$ cat config.mk
export PLATFORM = sky130hd
export DESIGN_NAME = c3f_queue
export DESIGN_NICKNAME = d
export VERILOG_FILES = /design/src/sv/c3f_pkg.sv /design/src/sv/c3f_queue.sv
export SDC_FILE = /design/constraint.sdc
export NUM_CORES = 1
export LEC_CHECK = 0
export ABC_CLOCK_PERIOD_IN_PS = 5700
export BUFFER_PORTS_ARGS = -buffer_cell sky130_fd_sc_hd__buf_2
export CAP_MARGIN = 20
export CORE_MARGIN = 3
export CORE_UTILIZATION = 61
export CTS_CLUSTER_DIAMETER = 80
export DETAILED_ROUTE_END_ITERATION = 8
export PLACE_DENSITY = 0.84
export SLEW_MARGIN = 20
export SYNTH_ARGS = -nofsm -noshare
export SYNTH_HDL_FRONTEND = slang
export SYNTH_SLANG_ARGS = --single-unit
$ cat constraint.sdc
create_clock -name clk -period 5.7 [get_ports clk]
set_clock_uncertainty 0.2 [all_clocks]
set_input_delay 0.57 -clock clk [delete_from_list [all_inputs] [get_ports clk]]
set_output_delay 0.57 -clock clk [all_outputs]
set_load 0.005 [all_outputs]
$ cat src/sv/c3f_pkg.sv
`default_nettype none
// ----------------------------------------------------------------------------
// c3f_pkg: shared types and constants of the 3x3 clamp filter
// Register indexes, reset values, the classified beat that travels from the
// front end to the back end, and the queue status.
// ----------------------------------------------------------------------------
package c3f_pkg;

  // Configuration register indexes.
  localparam int CFG_IDX_W = 3;

  typedef enum logic [CFG_IDX_W-1:0] {
    CFG_IMAGE_WIDTH     = 3'd0,
    CFG_IMAGE_HEIGHT    = 3'd1,
    CFG_ROI_COLUMNS     = 3'd2,
    CFG_ROI_ROWS        = 3'd3,
    CFG_KERNEL_TAPS_LOW = 3'd4,
    CFG_KERNEL_TAPS_MID = 3'd5,
    CFG_KERNEL_TAP_LAST = 3'd6
  } c3f_cfg_idx_t;

  // Register reset values.
  localparam logic [10:0] RST_IMAGE_WIDTH  = 11'd256;
  localparam logic [10:0] RST_IMAGE_HEIGHT = 11'd256;
  localparam logic [21:0] RST_ROI_COLUMNS  = 22'd524288;
  localparam logic [21:0] RST_ROI_ROWS     = 22'd524288;
  localparam logic [63:0] RST_TAPS_LOW     = 64'hFFFF_FFFF_FFFF_FFFF;
  localparam logic [63:0] RST_TAPS_MID     = 64'hFFFF_FFFF_FFFF_0009;
  localparam logic [15:0] RST_TAP_LAST     = 16'hFFFF;

  // Image geometry as held in the configuration registers.
  typedef struct packed {
    logic [10:0] image_width;
    logic [10:0] image_height;
    logic [21:0] roi_columns;
    logic [21:0] roi_rows;
  } c3f_geom_t;

  // Nine 16-bit taps, tap 0 (top left) in element 0.
  typedef logic [8:0][15:0] c3f_taps_t;

  // One classified pixel beat between front end and back end.
  typedef struct packed {
    logic [7:0] pixel;
    logic       emit;
    logic [9:0] col;
    logic [9:0] row;
    logic       last;
  } c3f_item_t;

  // Queue status seen by both ends.
  typedef struct packed {
    logic full;
    logic nonempty;
  } c3f_q_stat_t;

  localparam int QUEUE_AW    = 2;
  localparam int QUEUE_DEPTH = 4;

endpackage
`default_nettype wire

$ cat src/sv/c3f_queue.sv
`default_nettype none
// ----------------------------------------------------------------------------
// c3f_queue: short queue between front end and back end
// Holds classified pixel beats with their line store address so that either
// side can stall without holding up the other.
// ----------------------------------------------------------------------------
module c3f_queue #(
  parameter int AW = 10
) (
  input  wire                   clk,
  input  wire                   rst_n,
  input  wire                   push,
  input  c3f_pkg::c3f_item_t    push_item,
  input  wire [AW-1:0]          push_addr,
  input  wire                   pop,
  output c3f_pkg::c3f_item_t    head_item,
  output logic [AW-1:0]         head_addr,
  output c3f_pkg::c3f_q_stat_t  stat
);

  localparam int QA = c3f_pkg::QUEUE_AW;
  localparam int QD = c3f_pkg::QUEUE_DEPTH;

  c3f_pkg::c3f_item_t item_q [QD];
  logic [AW-1:0]      addr_q [QD];
  logic [QA-1:0]      wr_ptr_r, rd_ptr_r;
  logic [QA:0]        count_r, count_nxt;

  // Entry storage.
  always_ff @(posedge clk) begin
    if (push) begin
      item_q[wr_ptr_r] <= push_item;
      addr_q[wr_ptr_r] <= push_addr;
    end
  end

  always_comb begin
    count_nxt = count_r;
    if (push && !pop) begin
      count_nxt = count_r + (QA+1)'(1);
    end else if (pop && !push) begin
      count_nxt = count_r - (QA+1)'(1);
    end
  end

  // Pointers and fill level.
  always_ff @(posedge clk) begin
    if (!rst_n) begin
      wr_ptr_r <= '0;
      rd_ptr_r <= '0;
      count_r  <= '0;
    end else begin
      if (push) begin
        wr_ptr_r <= wr_ptr_r + QA'(1);
      end
      if (pop) begin
        rd_ptr_r <= rd_ptr_r + QA'(1);
      end
      count_r <= count_nxt;
    end
  end

  assign head_item     = item_q[rd_ptr_r];
  assign head_addr     = addr_q[rd_ptr_r];
  assign stat.full     = (count_r == (QA+1)'(QD));
  assign stat.nonempty = (count_r != '0);

endmodule
`default_nettype wire

==> results.md <==
- Status: complete, no violations
- CP cell instances: buf_4 > mux4_2 > buf_2
- Avg Cell Area, Syn: about 25 um2
- RePlAce Congestion: 0.6948
- Critical R2R Capture: item_q[0][4]$_DFFE_PP_
- Cell area after synthesis: roughly 6300 um2
- Vias in the first global route: 2,970
- Critical Path RT: 4.93 ns
- CP Data Arrival Time: 2.55 ns
- Clock Tree Buf Depth: 2
- H-Tree Depth: 4
- Hold path endpoint: item_q[2][29]$_DFFE_PP_
- Synth Register Bits: 169
- Critical path depth: 3
- WL per Instance: 21.42 um
- Share of cells above drive strength 1: 0.4503
- First-pass GRT wire length: 16,520 um
- Worst rel slew slack: 0.2907
- DR iter-0 viols: around 170
- Final worst path period share: 0.5816
- IO Port Bufs: 85
- Commonest non-fill, non-tap cell in the layout: edfxtp_1
- Setup_tns: 0 ns
- R2R Setup Slk: 3.65 ns
- Clock sink total: 169
- ANT nets after route: 0
- Worst R2R Start: wr_ptr_r[0]$_SDFFE_PN0P_
- CP Class: reg -> out
- Grt total ovfl: 0
- Slew @ Worst Pin: 1.064 ns
- Clk pin slew, worst setup/hold paths: around 0.06 ns
- Pre-antenna DRT Iters: 4
- Warnings, synthesis: 0
- Die area: between 10,000 and 15,000 um2
- RSZ-0062 raised after global routing: no
- Num rows: 36
- Min cycle time layout: 3.315 ns
- Syn_nets: between 300 and 400
- Area grow syn2layout: 17.24%
- Fill cells: 551
- Ant diodes: 0
- Max IR drop VDD: between 200 and 300 uV
- Fmax: 301.6 MHz
- WHS Path Cells: 1
- Worst Hold Launch: push_item[29]
- Initial antenna violation count: 1
- Starting Density: 0.6350
- Register area share after synthesis: 0.7958
- Most frequent cells in the layout: edfxtp_1, buf_2, mux4_2
- Hold Crit Class: in -> reg
- Critical Path Max Stage Delay: 0.77 ns
- Synthesized instance count: 252
- Total Wirelength: 10,610 um
- Clk_lat worst skew: between 0.5 and 0.6 ns
- Slowest CP cell: dfxtp_2
- Crit path max fanout: 23
- Drt drc: 0
- Power per cell area: between 300 and 400 nW/um2
- Final HPWL from detailed placement: 6114 um
- Pin count of the biggest net entering global routing: 41
- CTS Hold Buffers Added: 0
- Netlist cell types: 19
- # IOs: 86
- Fin. Hold Viols: 0
- Post-CTS Setup Inserts: 0
- Finished Core Util: 0.7444
- # resized after CTS: 0
- DR vias/cell: 5.677
- CORE AREA: a little under 10,000 um2
- Setup crit end kind: output pin
- Fin. max-slew vios: 0
- Layout Nets: between 300 and 400
- Startpoint types: register
- Via count: 2,810
- Die Ht: 107.3 um
- Clk root buf: clkbuf_8
- Die width: 107.3 um
- Worst reg2reg path depth: 3
- Num CTS Buffers: 17
- CTS tree: built
- Setup Viol. Count Final: 0
- Leak: 2.520 nW
- Buf/Inv on CP: 2
- Max_cap viols: 0
- Delay-heaviest family, CP: flip-flops
- Aggregate global-route resource usage: 0.2017
==> sequential cells by signal, summed over array words and instances, names as in the netlist, named ones only <==
name      cells
count_r       3
rd_ptr_r      2
wr_ptr_r      2
item_q      120
addr_q       40
==> stage by stage <==
stage / setup slack (ns) / area (um2) / instances / hold slack [ns] / total power, W
2_1_floorplan: 3.557 / 6264 / 252 / 0.2674 / 0.001620
3_3_place_gp: 2.864 / 6759 / 462 / 0.2960 / 0.001705
3_5_place_dp: 2.873 / 6759 / 462 / 0.3115 / 0.001715
4_1_cts: 2.278 / 7323 / 494 / 0.03211 / 0.002784
5_1_grt: 2.141 / 7343 / 495 / 0.03012 / 0.002859
6_report: 2.385 / 7343 / 495 / 0.06170 / 0.002758
==> layout make-up <==
class	count	area, um2	area share
clock buffers	17	414.1	0.05640
well taps	133	166.4	0.02266
repair buffers	87	452.9	0.06168
flip-flops and latches	169	4987	0.6792
multi-input cells	70	1157	0.1576
inverters	4	15.01	0.002045
clock inverters	15	150.1	0.02045
==> routing by layer <==
metal,part of all wire,GRT usage
met1,0.39,0.2577
met2,0.53,0.3315
met3,0.062,0.06419
met4,0.013,0.07124
met5,0.0012,0
==> Yosys cell counts (all sizes together) <==
library cell	count	share of area
a21boi	1	0.0012
fa	1	0.0032
inv	4	0.0024
and2	9	0.0090
ha	5	0.010
xnor2	2	0.0028
nor3b	1	0.0012
mux4	40	0.14
o21ai	1	0.00080
xor2	3	0.0042
mux2i	2	0.0032
nor2b	2	0.0020
or3	2	0.0020
nand2	1	0.00060
buf	9	0.018
dfxtp	9	0.029
edfxtp	160	0.77
==> power by group <==
| part | switching, W | leakage, nW | total, W | internal (W) |
|---|---|---|---|---|
| registers | 0.0000355 | 1.54 | 0.00146 | 0.00143 |
| logic | 0.000105 | 0.702 | 0.000227 | 0.000122 |
| clock network | 0.000447 | 0.274 | 0.00107 | 0.000623 |
| total | 0.000588 | 2.52 | 0.00276 | 0.00217 |
==> cell families after synthesis <==
family	count (synthesis)	synth area share
fa+ha+maj	6	0.01318
flops	169	0.7958
simple gates	15	0.01478
compound gates	2	0.001997
xor+xnor	5	0.006993
mux	42	0.1470
buf+inv	13	0.02018
==> worst max-delay path by stage <==
stage | to | slack [ns]
after floorplan | addr_q[0][0]$_DFFE_PP_ | 3.56
after global placement | head_item[25] | 2.86
after detailed placement | head_item[25] | 2.87
after CTS | head_item[6] | 2.28
after global routing | head_item[6] | 2.14
final | head_item[25] | 2.38
(Power assumes the default switching activity.)
