[src/sv/c3f_pkg.sv]
`default_nettype none
// ----------------------------------------------------------------------------
// c3f_pkg: shared types and constants of the 3x3 clamp filter
// Register indexes, reset values, the classified beat that travels from the
// front end to the back end, and the queue status.
// ----------------------------------------------------------------------------
package c3f_pkg;

  // Configuration register indexes.
  localparam int CFG_IDX_W = 3;

  typedef enum logic [CFG_IDX_W-1:0] {
    CFG_IMAGE_WIDTH     = 3'd0,
    CFG_IMAGE_HEIGHT    = 3'd1,
    CFG_ROI_COLUMNS     = 3'd2,
    CFG_ROI_ROWS        = 3'd3,
    CFG_KERNEL_TAPS_LOW = 3'd4,
    CFG_KERNEL_TAPS_MID = 3'd5,
    CFG_KERNEL_TAP_LAST = 3'd6
  } c3f_cfg_idx_t;

  // Register reset values.
  localparam logic [10:0] RST_IMAGE_WIDTH  = 11'd256;
  localparam logic [10:0] RST_IMAGE_HEIGHT = 11'd256;
  localparam logic [21:0] RST_ROI_COLUMNS  = 22'd524288;
  localparam logic [21:0] RST_ROI_ROWS     = 22'd524288;
  localparam logic [63:0] RST_TAPS_LOW     = 64'hFFFF_FFFF_FFFF_FFFF;
  localparam logic [63:0] RST_TAPS_MID     = 64'hFFFF_FFFF_FFFF_0009;
  localparam logic [15:0] RST_TAP_LAST     = 16'hFFFF;

  // Image geometry as held in the configuration registers.
  typedef struct packed {
    logic [10:0] image_width;
    logic [10:0] image_height;
    logic [21:0] roi_columns;
    logic [21:0] roi_rows;
  } c3f_geom_t;

  // Nine 16-bit taps, tap 0 (top left) in element 0.
  typedef logic [8:0][15:0] c3f_taps_t;

  // One classified pixel beat between front end and back end.
  typedef struct packed {
    logic [7:0] pixel;
    logic       emit;
    logic [9:0] col;
    logic [9:0] row;
    logic       last;
  } c3f_item_t;

  // Queue status seen by both ends.
  typedef struct packed {
    logic full;
    logic nonempty;
  } c3f_q_stat_t;

  localparam int QUEUE_AW    = 2;
  localparam int QUEUE_DEPTH = 4;

endpackage
`default_nettype wire

[src/sv/c3f_ifs.sv]
`default_nettype none
// ----------------------------------------------------------------------------
// c3f channel interfaces
// Pixel input, filtered result and configuration write channels, each a
// valid/ready pair with its payload.
// ----------------------------------------------------------------------------
interface c3f_in_if;
  logic       valid;
  logic       ready;
  logic [7:0] pixel_in;
  logic       frame_start;

  modport source (output valid, output pixel_in, output frame_start, input ready);
  modport sink   (input valid, input pixel_in, input frame_start, output ready);
endinterface

`default_nettype wire

[src/sv/c3f_front.sv]
`default_nettype none
// ----------------------------------------------------------------------------
// c3f_front: position tracking and region classification
// Accepts pixel beats, keeps the column and row counters, and tags every
// pixel with its line store address and whether its window centre emits.
// ----------------------------------------------------------------------------
module c3f_front #(
  parameter int MAX_WIDTH  = 1024,
  parameter int MAX_HEIGHT = 1024,
  localparam int CW = $clog2(MAX_WIDTH)
) (
  input  wire                 clk,
  input  wire                 rst_n,
  c3f_in_if.sink              in_bus,
  input  c3f_pkg::c3f_geom_t  geom,
  input  c3f_pkg::c3f_q_stat_t q_stat,
  output logic                push,
  output c3f_pkg::c3f_item_t  item,
  output logic [CW-1:0]       addr
);

  localparam int RW  = $clog2(MAX_HEIGHT);
  localparam int WB  = $clog2(MAX_WIDTH + 1);
  localparam int HB  = $clog2(MAX_HEIGHT + 1);
  localparam int VW0 = (WB > HB) ? WB : HB;
  localparam int VW  = (VW0 > 11) ? VW0 : 11;

  logic [CW-1:0] col_r, col_nxt;
  logic [RW-1:0] row_r, row_nxt;
  logic [VW-1:0] wx, hx, w, h, cs, ce, rs, re;
  logic [VW-1:0] c, r, cc, cr, c_inc, r_inc;
  logic          emit;

  // Effective image size and region bounds.
  always_comb begin
    wx = VW'(geom.image_width);
    hx = VW'(geom.image_height);
    w  = (wx < VW'(3)) ? VW'(3) : ((wx > VW'(MAX_WIDTH)) ? VW'(MAX_WIDTH) : wx);
    h  = (hx < VW'(3)) ? VW'(3) : ((hx > VW'(MAX_HEIGHT)) ? VW'(MAX_HEIGHT) : hx);
    cs = VW'(geom.roi_columns[10:0]);
    ce = VW'(geom.roi_columns[21:11]);
    rs = VW'(geom.roi_rows[10:0]);
    re = VW'(geom.roi_rows[21:11]);
    if (cs == '0) begin
      cs = VW'(1);
    end
    if (rs == '0) begin
      rs = VW'(1);
    end
    if (ce >= w) begin
      ce = w - VW'(1);
    end
    if (re >= h) begin
      re = h - VW'(1);
    end
  end

  // Position of this pixel, its window centre and the next position.
  always_comb begin
    c = (in_bus.frame_start || (VW'(col_r) >= w)) ? '0 : VW'(col_r);
    r = (in_bus.frame_start || (VW'(row_r) >= h)) ? '0 : VW'(row_r);
    cc = c - VW'(1);
    cr = r - VW'(1);
    emit = (c != '0) && (r != '0) && (cc >= cs) && (cc < ce) &&
           (cr >= rs) && (cr < re);
    c_inc = c + VW'(1);
    r_inc = r + VW'(1);
    if (c_inc >= w) begin
      col_nxt = '0;
      row_nxt = (r_inc >= h) ? '0 : r_inc[RW-1:0];
    end else begin
      col_nxt = c_inc[CW-1:0];
      row_nxt = r[RW-1:0];
    end
  end

  // Beat toward the queue.
  assign in_bus.ready = !q_stat.full;
  assign push         = in_bus.valid && in_bus.ready;
  assign addr         = c[CW-1:0];

  always_comb begin
    item.pixel = in_bus.pixel_in;
    item.emit  = emit;
    item.col   = cc[9:0];
    item.row   = cr[9:0];
    item.last  = (cc == ce - VW'(1)) && (cr == re - VW'(1));
  end

  // Position counters advance on every accepted beat.
  always_ff @(posedge clk) begin
    if (!rst_n) begin
      col_r <= '0;
      row_r <= '0;
    end else if (push) begin
      col_r <= col_nxt;
      row_r <= row_nxt;
    end
  end

endmodule
`default_nettype wire

[src/flat_wrapper.sv]
// flat-port wrapper written by rule: the top's interface ports become plain ports
module c3f_front_flat 
#(
  parameter int MAX_WIDTH  = 1024,
  parameter int MAX_HEIGHT = 1024,
  localparam int CW = $clog2(MAX_WIDTH)
)
  (clk, rst_n, geom, q_stat, push, item, addr, in_bus_valid, in_bus_pixel_in, in_bus_frame_start, in_bus_ready);
  c3f_in_if in_bus_i ();
  input  wire clk;
  input  wire rst_n;
  input  c3f_pkg::c3f_geom_t geom;
  input  c3f_pkg::c3f_q_stat_t q_stat;
  output logic push;
  output c3f_pkg::c3f_item_t item;
  output logic [CW-1:0] addr;
  input wire logic [$bits(in_bus_i.valid)-1:0] in_bus_valid;
  input wire logic [$bits(in_bus_i.pixel_in)-1:0] in_bus_pixel_in;
  input wire logic [$bits(in_bus_i.frame_start)-1:0] in_bus_frame_start;
  output wire logic [$bits(in_bus_i.ready)-1:0] in_bus_ready;
  assign in_bus_i.valid = in_bus_valid;
  assign in_bus_i.pixel_in = in_bus_pixel_in;
  assign in_bus_i.frame_start = in_bus_frame_start;
  assign in_bus_ready = in_bus_i.ready;
  c3f_front #(.MAX_WIDTH(MAX_WIDTH), .MAX_HEIGHT(MAX_HEIGHT)) u_core (.clk(clk), .rst_n(rst_n), .in_bus(in_bus_i), .geom(geom), .q_stat(q_stat), .push(push), .item(item), .addr(addr));
endmodule
[config.mk]
export PLATFORM = sky130hd
export DESIGN_NAME = c3f_front_flat
export DESIGN_NICKNAME = d
export VERILOG_FILES = /design/src/sv/c3f_pkg.sv /design/src/sv/c3f_ifs.sv /design/src/sv/c3f_front.sv /design/src/flat_wrapper.sv
export SDC_FILE = /design/constraint.sdc
export NUM_CORES = 1
export LEC_CHECK = 0
export ABC_AREA = 1
export ABC_CLOCK_PERIOD_IN_PS = 16000
export BUFFER_PORTS_ARGS = -buffer_cell sky130_fd_sc_hd__buf_4
export CAP_MARGIN = 20
export CORE_MARGIN = 3
export CORE_UTILIZATION = 45
export CTS_BUF_LIST = sky130_fd_sc_hd__clkbuf_16
export DETAILED_ROUTE_END_ITERATION = 7
export GPL_ROUTABILITY_DRIVEN = 0
export PLACE_DENSITY = 0.67
export SLEW_MARGIN = 20
export SYNTH_ARGS = -nofsm -noshare
export SYNTH_HDL_FRONTEND = slang
export SYNTH_SLANG_ARGS = --single-unit
[constraint.sdc]
create_clock -name clk -period 16 [get_ports clk]
set_input_delay 4.8 -clock clk [delete_from_list [all_inputs] [get_ports clk]]
set_output_delay 4.8 -clock clk [all_outputs]
set_load 0.02 [all_outputs]
==> metrics.cfg <==
[timing]
rsz0062_at_grt=no
fmax_ghz=0.0685
tightest_slew_ns=0.811
finalHoldViolCount=0
slew-limit-headroom=0.458
final_max_slew_viol_count=0
setup_viol_count_final=0
finalClockSkew_ns=0.00787
period_needed_ns=14.60
worst_slack_ns=1.40
hold_slack_ns=0.532
setup_tns_ns=0
fin_crit_sh=0.913

[worst_setup_path]
cp.required_ns=11.20
reg2reg_slack_ns=10.80
crit_type=input pin to output pin
crit_top_cell=nand2_1
cp.arrival_ns=9.80
crit-reg2reg-capture=u_core.col_r[8]
r2r_cells=24
cpPeakStageDelay_ns=0.31
crit_path_top_delay_cell=ha_1
worstSetupEndpointType=output pin
timing.rr.start=u_core.col_r[2]
critPathLaunchType=input pin
worstPathMaxFanout=9

[layout]
utilization=0.532
nNetsFinal=1411
final_layout_size_suffix_gt1_frac=0.150
instances_no_fill=1398
area_delta_synth_final_pct=14.9
diodes=0
post-route-cell-area_um2=7450
fill_cells=1549

[worst_hold_path]
hold_end=u_core.col_r[9]
min_delay_path_depth=2
hold_path_class=flip-flop to flip-flop
hold_start=u_core.col_r[9]

[power_and_ir_drop]
finalPower_uw=324
vdd_drop_max_mv=0.0435
p_leak_nw=4.24
power_density_nw_per_um2=43.5

[floorplan]
initial_utilization=0.463
die_area_um2=15900
pin_count=122
die_x_um=126
core_um2=14000
num_rows=43
die_h_um=126

[synthesis]
synthTopCellsByArea=ha_1 22%, nand2_1 21%, inv_1 9.1%
synthArstFlopShare=0
synth_ff_type=dfxtp_1
yosysSeqAreaShare=0.0618
ys_seq_elements=20
synth-edff-count=0
synth.top_cell.area_share=0.216
avgSynthCellArea_um2=5.74
synth.cell_area_um2=6480
yosys.area.top_type=ha_1
syn_nets=1322
synthDistinctLibCells=58
yosysWarnings=0
synthCells=1130

[run]
maxCapViolations=0

[clock_network]
cts_max_level=1
root_buffer=clkbuf_16
post-cts-setup-buffers=0
cts_buffers=3
clockBufferDepth=2
cts_resized=0
cts_hold_buf=0
clock_latency_ns=0.26
cts_tree=done
cts.clk_slew.worst_paths_ns=0.05
clock-sinks=20

[placement]
dp_worst_setup_slack_ns=1.43
place_area_um2=7340
io_buffers=104
place_hpwl_um=16200
placed_cells=1394

[global_routing]
grt_pass1_vias=6488
grt.total_usage=0.234
grt_overflow=0
grt_pass1_wl_um=31500
antenna_found_initial=0
grt_max_degree=23

[route]
wl_um=19200
drcViolationCount=0
wl_per_cell_um=13.7
drt-pass1-iter-count=5
ant_nets=0
vias=7181
viasPerCell=5.14
drt_iter0_drc=498

[status]
status=complete, no violations

## synthesized netlist by cell type (all sizes together) (2+ instances only)
| cell | instances |
|---|---|
| ha | 112 |
| buf | 18 |
| o41ai | 4 |
| xnor2 | 3 |
| xor2 | 15 |
| nor2 | 113 |
| nand2 | 378 |
| nor3b | 2 |
| a21oi | 57 |
| a41o | 2 |
| nand4 | 22 |
| a31oi | 4 |
| nor3 | 10 |
| nand3 | 91 |
| a21o | 3 |
| inv | 174 |
| clkinv | 3 |
| clkbuf | 2 |
| nand3b | 7 |
| or2 | 10 |
| and2 | 2 |
| nor4 | 5 |
| o21ai | 52 |
| a22oi | 2 |
| o21bai | 4 |
| o31ai | 3 |
| dfxtp | 20 |
| a21boi | 4 |
## critical path, delay by kind of cell
kind	cells	cell delay (ns)
adder cells (fa/ha/maj)	3	0.86
AO/OA/AOI/OAI	8	1.14
buffers and inverters	7	0.85
AND/OR/NAND/NOR	16	2.13
## layout by cell type, fill, tap and decap left out, drive strengths merged, types with 2 or more instances in the layout
master,instances
o31ai,3
a21o,3
and2,2
inv,174
o21bai,4
nor4,5
o41ai,4
nand3b,7
nor3,10
xor2,15
a31oi,4
ha,112
a21oi,57
nor2,113
or2,10
buf,104
a22oi,2
nand3,91
a21boi,4
clkinv,3
o21ai,52
a41o,2
dfxtp,20
clkbuf,3
nor3b,2
xnor2,3
nand2,378
nand4,22
## how the worst max path moves through the flow
| stage | start | endpoint | slack (ns) | cells after the start |
|---|---|---|---|---|
| after floorplan | geom[59] | item[21] | 2.29 | 32 |
| after detailed placement | geom[47] | item[21] | 1.43 | 34 |
| after CTS | geom[47] | item[21] | 1.41 | 34 |
| after global placement | geom[47] | item[21] | 1.44 | 34 |
| final | geom[47] | item[21] | 1.40 | 34 |
| after global routing | geom[47] | item[21] | 0.78 | 34 |
## flip-flops by register name, summed over array words and instances (netlist names)
name	count
u_core.col_r	10
u_core.row_r	10
## cell type report
cell class / instances / area [um^2] / area share
clock inverter: 1 / 30.0 / 0.00403
multi-input combinational: 913 / 5270 / 0.707
inverter: 177 / 669 / 0.0899
timing repair buffer: 104 / 781 / 0.105
clock buffer: 3 / 75.1 / 0.0101
tap: 180 / 225 / 0.0302
sequential: 20 / 400 / 0.0538
## kinds of logic (layout without fill, tap and decap cells)
logic type / Yosys count / count (layout) / share of synthesized area
and+or+nand+nor: 641 / 641 / 0.439
buffers and inverters: 197 / 285 / 0.126
AOI/OAI and AO/OA: 142 / 142 / 0.132
adders and majority gates: 112 / 112 / 0.216
DFF: 20 / 20 / 0.0618
xor gates and xnor gates: 18 / 18 / 0.0255
## power by group
group          total, mW  switching (mW)  internal [mW]
Sequential        0.0519         0.00139         0.0505
Combinational      0.204           0.127         0.0771
Clock             0.0684          0.0188         0.0496
## per-layer routing
layer	track usage	up-vias	wire (um)
met2	0.382	169	8320
met3	0.0157	18	926
met1	0.348	3131	9780
li1	-	3863	-
met4	0.0284	0	196
met5	0	-	0
No activity file was read; power rests on OpenSTA's default activity.
